==> config.mk <==
export PLATFORM = sky130hd
export DESIGN_NAME = mmm_ram
export DESIGN_NICKNAME = d
export VERILOG_FILES = /design/src/matrix_matrix_multiply_assert.svh /design/src/mmm_ram.sv
export SDC_FILE = /design/constraint.sdc
export NUM_CORES = 2
export LEC_CHECK = 0
export ABC_CLOCK_PERIOD_IN_PS = 4300
export BUFFER_PORTS_ARGS = -buffer_cell sky130_fd_sc_hd__buf_2
export CAP_MARGIN = 5
export CORE_UTILIZATION = 40
export DETAILED_ROUTE_END_ITERATION = 16
export MAX_ROUTING_LAYER = met4
export RECOVER_POWER = 25
export SYNTH_ARGS = -nofsm -noshare
export SYNTH_HDL_FRONTEND = slang
export SYNTH_SLANG_ARGS = --single-unit
==> constraint.sdc <==
create_clock -name i_clk -period 4.3 [get_ports i_clk]
set_input_delay 0.43 -clock i_clk [delete_from_list [all_inputs] [get_ports i_clk]]
set_output_delay 0.43 -clock i_clk [all_outputs]
set_load 0.1 [all_outputs]
==> src/matrix_matrix_multiply_assert.svh <==
// ---------------------------------------------------------------------------
// matrix_matrix_multiply_assert.svh
// Assertion macros for the matrix multiply block
// ---------------------------------------------------------------------------
`ifndef MATRIX_MATRIX_MULTIPLY_ASSERT_SVH
`define MATRIX_MATRIX_MULTIPLY_ASSERT_SVH

// same-cycle implication, checked outside reset
`define MMM_ASSERT_NOW(label, ante, cons, msg) \
    label: assert property (@(posedge i_clk) disable iff (!i_rst_n) \
        (ante) |-> (cons)) else $error(msg);

// next-cycle implication, checked outside reset
`define MMM_ASSERT_NEXT(label, ante, cons, msg) \
    label: assert property (@(posedge i_clk) disable iff (!i_rst_n) \
        (ante) |=> (cons)) else $error(msg);

`endif

==> src/mmm_ram.sv <==
// ---------------------------------------------------------------------------
// mmm_ram
// Generic single-write, single-read RAM with registered read data
// ---------------------------------------------------------------------------
module mmm_ram #(
    parameter int WIDTH = 32,
    parameter int DEPTH = 64,
    parameter int AW    = (DEPTH > 1) ? $clog2(DEPTH) : 1
) (
    input  logic             i_clk,
    input  logic             i_we,
    input  logic [AW-1:0]    i_waddr,
    input  logic [WIDTH-1:0] i_wdata,
    input  logic [AW-1:0]    i_raddr,
    output logic [WIDTH-1:0] o_rdata
);

    logic [WIDTH-1:0] r_mem [DEPTH];
    logic [WIDTH-1:0] r_rdata;

    always_ff @(posedge i_clk) begin
        if (i_we) begin
            r_mem[i_waddr] <= i_wdata;
        end
        r_rdata <= r_mem[i_raddr];
    end

    assign o_rdata = r_rdata;

endmodule

==> flow_results.org <==
** CTS
- CTS saw 2080 sinks.
- TritonCTS built the clock tree.
- The H-tree was split into 4 levels.
- Clock buffer count from CTS :: 201
- CTS clock-pin slew for the worst setup and hold paths :: 60 ps
- The longest clock path from root to sink contains 3 buffers.
- Clock insertion delay at the later pin of the skew report :: 830 ps
- Once the clock tree was built, the resizer swapped 0 gates to a different size.
- Total of hold buffers inserted after clock tree synthesis :: 0
- The cell sitting at the root of the clock tree is a sky130_fd_sc_hd__clkbuf_16.
- Buffers inserted by post-CTS timing repair :: 0

** Finish
- The library cells used most frequently in the layout, excluding fill and tap cells, are sky130_fd_sc_hd__edfxtp_1, sky130_fd_sc_hd__mux4_2, sky130_fd_sc_hd__clkbuf_16.
- The final layout contains 3644 nets.
- Leading cell type in the layout, fill and taps excluded :: sky130_fd_sc_hd__edfxtp_1
- Non-filler cells in the finished layout :: 6403
- Final design utilization :: 46.1%
- Synthesis-to-layout area growth :: 14.5%
- Fraction of layout cells with a size suffix above 1 :: 29.9%

** Global routing
- Number of global-route vias before repair :: 37.4k
- Remaining global-route overflow :: 0
- The number of antenna violations at the first check in global routing was 10.
- The first global-routing pass estimated 285 mm of wire.
- Entering global routing, the biggest net connects 69 pins.
- Across every metal layer, demand over resource in global routing totals 21.0%.

** Detailed routing
- In the routed layout, each cell is associated on average with a via count of 5.77.
- The first detailed-routing pass ran for 5 iterations.
- The detail route stage leaves a number of antenna-violating nets equal to 0.
- Total DRC errors in the routed layout :: 0
- Routed WL per cell :: 31.5 um
- The routed design has 202 mm of wire.
- The routed layout has 36.9k vias.
- After the first detailed-routing iteration, the DRC count stood at 4188.

** Worst setup path
- Startpoint type of the worst setup path :: register
- Traced cell by cell, the critical path runs through buf_2.
- Data on the critical path arrives at its endpoint at 2100 ps.
- Category of the critical setup timing path :: register to primary output
- Required time of the worst setup path :: 3870 ps
- For this run, the slowest stage of the critical path takes 700 ps.
- The kind of cell with the highest combined delay along the critical path is flip-flops.
- CP Buf/Inv Count :: 1
- Slowest cell on crit path :: sky130_fd_sc_hd__dfxtp_1
- Sort of element at the end of the critical path :: primary output
- Crit path max fanout :: 1

** Floorplanning
- The floorplan step defined a die boundary enclosing 0.198 mm2.
- Row generation in the floorplan step produced 162 rows.
- The die is 445 um tall.
- Area of the core region :: 0.195 mm2
- Starting density of the core :: 40.3%
- Die span in x :: 445 um
- Number of I/O pins :: 78

** Yosys
- Post-synthesis register bit count :: 2080
- Net count after synthesis :: 3370
- After synthesis the cells add up to 0.0785 mm2.
- The cell count after synthesis came out at 3324.
- Post-synth cell types :: 34
- The average instance in the mapped netlist occupies 23.6 um2.
- Synthesis warning total :: 0
- Proportion of synthesized chip area in sequential cells :: 79.1%

** Power
- Worst-case vdd ir drop :: 0.432 mV
- Power per unit of standard cell area :: 465 mW/mm2
- Cell leakage power :: 27.7 nW

** Timing
- The worst path uses 58.9% of the clock period.
- Final TNS setup :: 0 ps
- Timing would allow up to 395 MHz.
- RSZ-0062 raised after global routing :: false
- The final number of max-transition violations came to 1365.
- Post-layout minimum cycle time :: 2530 ps
- The number of failing hold endpoints at the final stage is 0.
- Slew at the pin closest to its max-slew limit :: 2980 ps
- Hold timing on the final database bottoms out at a slack of 261 ps.
- Setup violations remaining at the end of the flow were counted as 0.
- Headroom to the max-slew limit came out at -99.0%.
- The clock arrives with 26.0 ps of skew.

** Placement
- Input and output buffers added on the ports amount to 77.
- At the end of routability-driven placement, the weighted congestion stood at 0.775.
- Placed instance count :: 6019
- Once detailed placement completed, the half-perimeter wirelength came to 115 mm.

** Flow run
- Max-cap violations in this run came to 21.

** Status
- The run finished, with violations left.
- Violated checks :: capacitance limit, slew limit

** Min path
- Hold crit path type :: primary input to register
logic make-up (layout without fill, tap and decap cells):
family	count (synthesis)	after routing	synth area share (%)
mux	637	637	16.8
compound gates	202	202	1.67
other cells	0	9	0
flops	2080	2080	79.1
buf+inv	182	628	1.13
simple gates	223	223	1.27
cell type report:
| type | instances | area (um2) |
|---|---|---|
| well taps | 2624 | 3280 |
| repair buffers | 253 | 2200 |
| flip-flops and latches | 2080 | 62100 |
| diodes | 9 | 22.5 |
| clock inverters | 100 | 783 |
| multi-input cells | 1062 | 16000 |
| fillers | 16098 | 105000 |
| clock buffers | 275 | 5490 |
stage by stage:
step	area, um2	setup slack, ps	power (mW)
floorplan	78500	710	24.3
global placement	83600	863	25.3
detailed placement	83600	857	25.3
CTS	89900	1600	42.1
global route	89900	1560	43.0
finish	89900	1770	41.8
final timing paths:
kind / start / to / slack (ps) / cells after the start
hold reg to reg: r_mem[29][20] / o_rdata[20] / 760 / 4
setup / recovery: o_rdata[3] / o_rdata[3] / 1770 / 1
hold / removal: i_raddr[4] / o_rdata[0] / 260 / 3
setup reg to reg: r_mem[16][29] / o_rdata[29] / 2190 / 4
synth_stat cells (all sizes together):
cell type,n,share of area [%]
a21oi,62,0.40
a22oi,12,0.11
a311oi,8,0.089
a31oi,1,0.0080
a41o,4,0.051
and2,2,0.016
and3,4,0.032
buf,108,0.77
clkbuf,74,0.35
dfxtp,32,0.82
edfxtp,2048,78
mux2i,93,1.2
mux4,544,16
nand2,26,0.12
nand2b,8,0.064
nand3,5,0.032
nand3b,5,0.048
nand4,2,0.016
nand4b,1,0.011
nor2,137,0.65
nor2b,15,0.12
nor3,7,0.045
o221ai,27,0.30
o22ai,84,0.67
o32ai,4,0.045
or2,3,0.024
or3,3,0.024
or3b,5,0.056
power breakdown:
part           internal (mW)  switching (mW)
Sequential              22.5           0.107
Combinational          0.761            1.54
Clock                   9.39            7.53
Total                   32.6            9.18
layer usage:
layer | GRT usage, % | routed length, um | vias to the layer above
met5 | - | 0 | -
met4 | 4.92 | 3950 | 0
met3 | 3.49 | 14300 | 240
met2 | 32.7 | 97700 | 1582
met1 | 29.2 | 85800 | 20283
li1 | - | - | 14843
registers in the layout, summed over array words and instances, names as in the netlist:
| name | cells |
|---|---|
| r_mem | 2048 |
| o_rdata | 32 |
Power figures use the tool's default switching activity.
