## src/matrix_matrix_multiply_assert.svh

```systemverilog
// ---------------------------------------------------------------------------
// matrix_matrix_multiply_assert.svh
// Assertion macros for the matrix multiply block
// ---------------------------------------------------------------------------
`ifndef MATRIX_MATRIX_MULTIPLY_ASSERT_SVH
`define MATRIX_MATRIX_MULTIPLY_ASSERT_SVH

// same-cycle implication, checked outside reset
`define MMM_ASSERT_NOW(label, ante, cons, msg) \
    label: assert property (@(posedge i_clk) disable iff (!i_rst_n) \
        (ante) |-> (cons)) else $error(msg);

// next-cycle implication, checked outside reset
`define MMM_ASSERT_NEXT(label, ante, cons, msg) \
    label: assert property (@(posedge i_clk) disable iff (!i_rst_n) \
        (ante) |=> (cons)) else $error(msg);

`endif

```

## src/mmm_pkg.sv

```systemverilog
// ---------------------------------------------------------------------------
// mmm_pkg
// Shared constants, codes and helpers of the matrix multiply block
// ---------------------------------------------------------------------------
package mmm_pkg;

    localparam int MAX_DIM     = 8;
    localparam int DATA_WIDTH  = 32;
    localparam int FRAC_BITS   = 16;
    localparam int ACC_WIDTH   = 64;
    localparam int FIELD_WIDTH = 32;
    localparam int IDX_W       = 3;
    localparam int DIM_W       = 4;
    localparam int CMD_W       = 2;
    localparam int CFG_IDX_W   = 3;
    localparam int STORE_DEPTH = MAX_DIM * MAX_DIM;
    localparam int ADDR_W      = (STORE_DEPTH > 1) ? $clog2(STORE_DEPTH) : 1;

    // command codes
    localparam logic [CMD_W-1:0] CMD_LOAD_A   = 2'd0;
    localparam logic [CMD_W-1:0] CMD_LOAD_B   = 2'd1;
    localparam logic [CMD_W-1:0] CMD_MULTIPLY = 2'd2;

    // configuration register indexes
    localparam logic [CFG_IDX_W-1:0] REG_A_ROWS   = 3'd0;
    localparam logic [CFG_IDX_W-1:0] REG_A_COLS   = 3'd1;
    localparam logic [CFG_IDX_W-1:0] REG_B_ROWS   = 3'd2;
    localparam logic [CFG_IDX_W-1:0] REG_B_COLS   = 3'd3;
    localparam logic [CFG_IDX_W-1:0] REG_OUT_ROWS = 3'd4;
    localparam logic [CFG_IDX_W-1:0] REG_OUT_COLS = 3'd5;

    localparam logic [DIM_W-1:0] DIM_RESET = DIM_W'(MAX_DIM);

    // zero acts as one, anything above MAX_DIM acts as MAX_DIM
    function automatic logic [DIM_W-1:0] clamp_dim(input logic [DIM_W-1:0] v);
        logic [DIM_W-1:0] r;
        if (v == '0) begin
            r = DIM_W'(1);
        end else if (v > DIM_W'(MAX_DIM)) begin
            r = DIM_W'(MAX_DIM);
        end else begin
            r = v;
        end
        return r;
    endfunction

    // row-major address of element (r, c)
    function automatic logic [ADDR_W-1:0] store_addr(input logic [IDX_W-1:0] r,
                                                     input logic [IDX_W-1:0] c);
        return ADDR_W'(ADDR_W'(r) * ADDR_W'(MAX_DIM) + ADDR_W'(c));
    endfunction

    function automatic logic in_range(input logic [IDX_W-1:0] v);
        return ({1'b0, v} < (IDX_W + 1)'(MAX_DIM));
    endfunction

endpackage

```

## src/mmm_mac.sv

```systemverilog
// ---------------------------------------------------------------------------
// mmm_mac
// Multiply, round to Q16.16, accumulate in 64 bits, saturate the sum
// ---------------------------------------------------------------------------
module mmm_mac (
    input  logic                                   i_clk,
    input  logic                                   i_rst_n,
    input  logic                                   i_clear,
    input  logic                                   i_valid,
    input  logic signed [mmm_pkg::DATA_WIDTH-1:0]  i_a,
    input  logic signed [mmm_pkg::DATA_WIDTH-1:0]  i_b,
    output logic                                   o_busy,
    output logic signed [mmm_pkg::DATA_WIDTH-1:0]  o_sum
);

    localparam int PW = 2 * mmm_pkg::DATA_WIDTH;
    localparam int AW = mmm_pkg::ACC_WIDTH;
    localparam int QW = AW - mmm_pkg::FRAC_BITS;

    logic                 r_vp;
    logic                 r_vq;
    logic signed [PW-1:0] r_p;
    logic signed [QW-1:0] r_q;
    logic signed [AW-1:0] r_acc;
    logic signed [AW-1:0] p_round;
    logic signed [AW-1:0] n_acc;
    logic                 ovf;

    // round to nearest, ties up: floor((p + 2^15) / 2^16)
    assign p_round = AW'(r_p) + (AW'(1) <<< (mmm_pkg::FRAC_BITS - 1));
    assign n_acc   = r_acc + AW'(r_q);

    always_ff @(posedge i_clk) begin
        if (!i_rst_n) begin
            r_vp <= 1'b0;
            r_vq <= 1'b0;
        end else begin
            r_vp <= i_valid;
            r_vq <= r_vp;
        end
        r_p <= i_a * i_b;
        r_q <= QW'(p_round >>> mmm_pkg::FRAC_BITS);
        if (i_clear) begin
            r_acc <= '0;
        end else if (r_vq) begin
            r_acc <= n_acc;
        end
    end

    // in range when all bits above the result's sign bit match it
    assign ovf = !((&r_acc[AW-1:mmm_pkg::DATA_WIDTH-1]) ||
                   !(|r_acc[AW-1:mmm_pkg::DATA_WIDTH-1]));

    always_comb begin
        if (!ovf) begin
            o_sum = r_acc[mmm_pkg::DATA_WIDTH-1:0];
        end else if (r_acc[AW-1]) begin
            o_sum = {1'b1, {(mmm_pkg::DATA_WIDTH-1){1'b0}}};
        end else begin
            o_sum = {1'b0, {(mmm_pkg::DATA_WIDTH-1){1'b1}}};
        end
    end

    assign o_busy = r_vp | r_vq;

endmodule

```

## config.mk

```make
export PLATFORM = sky130hd
export DESIGN_NAME = mmm_mac
export DESIGN_NICKNAME = d
export VERILOG_FILES = /design/src/matrix_matrix_multiply_assert.svh /design/src/mmm_pkg.sv /design/src/mmm_mac.sv
export SDC_FILE = /design/constraint.sdc
export NUM_CORES = 2
export LEC_CHECK = 0
export BUFFER_PORTS_ARGS = -buffer_cell sky130_fd_sc_hd__buf_2
export CAP_MARGIN = 40
export CORE_ASPECT_RATIO = 0.6
export CORE_MARGIN = 5
export CORE_UTILIZATION = 44
export DETAILED_ROUTE_END_ITERATION = 12
export GPL_TIMING_DRIVEN = 0
export PLACE_DENSITY_LB_ADDON = 0.08
export SLEW_MARGIN = 20
export SYNTH_ARGS = -nofsm -noshare
export SYNTH_HDL_FRONTEND = slang
export SYNTH_SLANG_ARGS = --single-unit
```

## constraint.sdc

```tcl
create_clock -name i_clk -period 14.3 [get_ports i_clk]
set_input_delay 0.715 -clock i_clk [delete_from_list [all_inputs] [get_ports i_clk]]
set_output_delay 0.715 -clock i_clk [all_outputs]
set_load 0.01 [all_outputs]
```

==> flow_summary.ini <==
[clock_tree]
cts_made_buffers = 17
hold_buffers = 0
cts_buffer_depth = 2
post_cts_buffers = 0
cts_tree = yes
clock_latency_ps = 480
cts.clk_slew.worst_paths_ps = 80
cts_resized = 0
h-tree-depth = 4
clock-sinks = 163
cts_root_buffer = clkbuf_16

[finish]
syn_to_final_growth_pct = 9.279
stdcell_count = 6330
drive_gt1_share_pct = 5.535
nets = 6367
final_util_pct = 48.25
fill_cells = 9774

[worst_setup_path]
crit_path_frequent_cell = fa_1
crit_fanout = 10
path_class = in -> reg
cp_data_arrival_time_ps = 11200
r2r_cells = 16
required_ps = 14680
critPathCaptureType = register
reg2reg_from = r_acc[0]$_SDFFE_PP0P_
timing.rr.end = r_acc[62]$_SDFFE_PP0P_
crit_path_top_delay_cell = clkbuf_1
reg2reg_setup_slack_ps = 9770
crit_path_start_kind = input port
slowest_delay_ps = 780

[die]
dieArea_sq_um = 107100
die_w_microns = 419.2
start_util_pct = 44.16
core_sq_um = 100100
rows = 90
boundaryPins = 101
die_h_microns = 255.5

[logic_synthesis]
synth_area_leaders = fa_1 (49%), inv_1 (8.5%), dfxtp_1 (7.4%)
synth_top_cell_by_area = fa_1
async_flop_share_pct = 0
yosysTopAreaCellShare_pct = 49.00
yosysUniqueCellTypes = 79
synth_cells = 4749
ys.flop_type = dfxtp_1
synth_commonest_cells = fa_1 (1,082), inv_1 (1,006), nand2_1 (587)
syn_area_per_cell_sq_um = 9.308
yosys_warnings = 0
syn-cell-area_sq_um = 44200
yosysSeqAreaShare_pct = 7.382
synth.most_common_cell = fa_1
synth_edf_count = 0
synth_fp_nets = 6143
ys_seq_elements = 163

[timing]
period_share_pct = 75.69
fin_crit_ps = 10820
slew_headroom_pct = 32.07
setup_violations = 0
rsz0062_at_grt = false
hold_viol_final = 0
fmax_ghz = 0.09239
slew_violations = 0
worst_pin_slew_ps = 1019
skew_ps = 18.70
fin_setup_tns_ps = 0

[global_route]
grt_start_max_net_pins = 23
grt.overflow.total = 0
grt_pass1_vias = 34740
antenna_found_initial = 20
globalRouteTotalUtil_pct = 33.25
grt_pass1_wl_microns = 254200

[hold_path]
holdPathEnd = r_q[47]$_DFF_P_
hold_class = reg -> reg
hp-start = r_p[63]$_DFF_P_
min_path_cells = 1

[run]
maxCapViolCount = 0

[routing]
postRouteAntennaNets = 0
drc = 0
drt_pass1_iterations = 6
viasPerCell = 5.417
wirelength_microns = 174200
wl_per_cell_microns = 27.52
drtIter0Drc = 3859
vias = 34290

[placed_design]
dpl.hpwl_microns = 151800
place_inst = 6259
place_congestion = 1.077
io_buffers = 100

[outcome]
status = finished clean
==> state kept, by name (all words and copies together), names as in the netlist <==
| register | count |
|---|---|
| r_acc | 64 |
| r_p | 49 |
| r_q | 48 |
| r_vp | 1 |
| r_vq | 1 |
==> worst max path at each step <==
stage,startpoint,end,slack (ps),cells past startpoint
after floorplan,i_a[31],r_p[63]$_DFF_P_,6210,27
after global placement,i_b[3],r_p[61]$_DFF_P_,2550,27
after detailed placement,i_b[3],r_p[61]$_DFF_P_,3370,26
after CTS,i_b[3],r_p[61]$_DFF_P_,3840,26
after global routing,i_b[2],r_p[61]$_DFF_P_,3290,28
final,i_b[3],r_p[61]$_DFF_P_,3480,26
==> layout make-up <==
class                      count  area, sq um  share of cell area (%)
tap                         1334         1669                   3.455
timing repair buffer         205         1753                   3.629
sequential                   163         3263                   6.755
inverter                    1006         3776                   7.817
antenna                       10        25.02                 0.05180
clock buffer                  17        425.4                  0.8807
multi-input combinational   3340        36250                   75.05
buffer                       240        918.4                   1.901
clock inverter                15        222.7                  0.4611
==> worst max-delay path, delay by kind of cell <==
family                     cells  cell delay [ps]
adders and majority gates      9             4380
xor gates and xnor gates       1              240
buffers and inverters          4             1500
and+or+nand+nor                5             1820
AOI/OAI and AO/OA              7             2510
==> cells in the final DEF (no fill, tap or decap), drive strengths merged, types with 54 or more instances in the layout <==
| master | netlist | routed |
|---|---|---|
| a21o | 79 | 79 |
| a21oi | 118 | 118 |
| and2 | 497 | 497 |
| buf | 6 | 210 |
| clkbuf | 234 | 252 |
| dfxtp | 163 | 163 |
| fa | 1082 | 1082 |
| ha | 244 | 244 |
| inv | 1006 | 1016 |
| nand2 | 587 | 587 |
| nor2 | 151 | 151 |
| o21ai | 60 | 60 |
| xnor2 | 110 | 110 |
| xor2 | 54 | 54 |
==> metrics by stage <==
step	setup WS, ps	hold slack [ps]	instance area (sq um)
3_5_place_dp	3374	423.9	47310
2_1_floorplan	6207	409.5	44200
5_1_grt	3289	419.8	48290
6_report	3476	429.5	48310
4_1_cts	3843	412.2	47960
3_3_place_gp	2553	417.0	46370
==> cell families after synthesis <==
family	synth area share, %
AND/OR/NAND/NOR	16.08
adder cells (fa/ha/maj)	55.91
buffers and inverters	10.61
AO/OA/AOI/OAI	5.902
XOR/XNOR	3.249
flip-flops	7.382
multiplexers	0.8633
==> routing by layer <==
metal | GRT usage [%] | share of wire, % | vias to the layer above
li1 | - | - | 14550
met5 | 2.810 | 0.30 | -
met3 | 17.91 | 17 | 134
met4 | 3.817 | 1.2 | 14
met1 | 52.48 | 47 | 17790
met2 | 39.76 | 35 | 1808
Power is not shown: default switching activity piles up to over one toggle a cycle in this logic, so the estimate is an artifact.
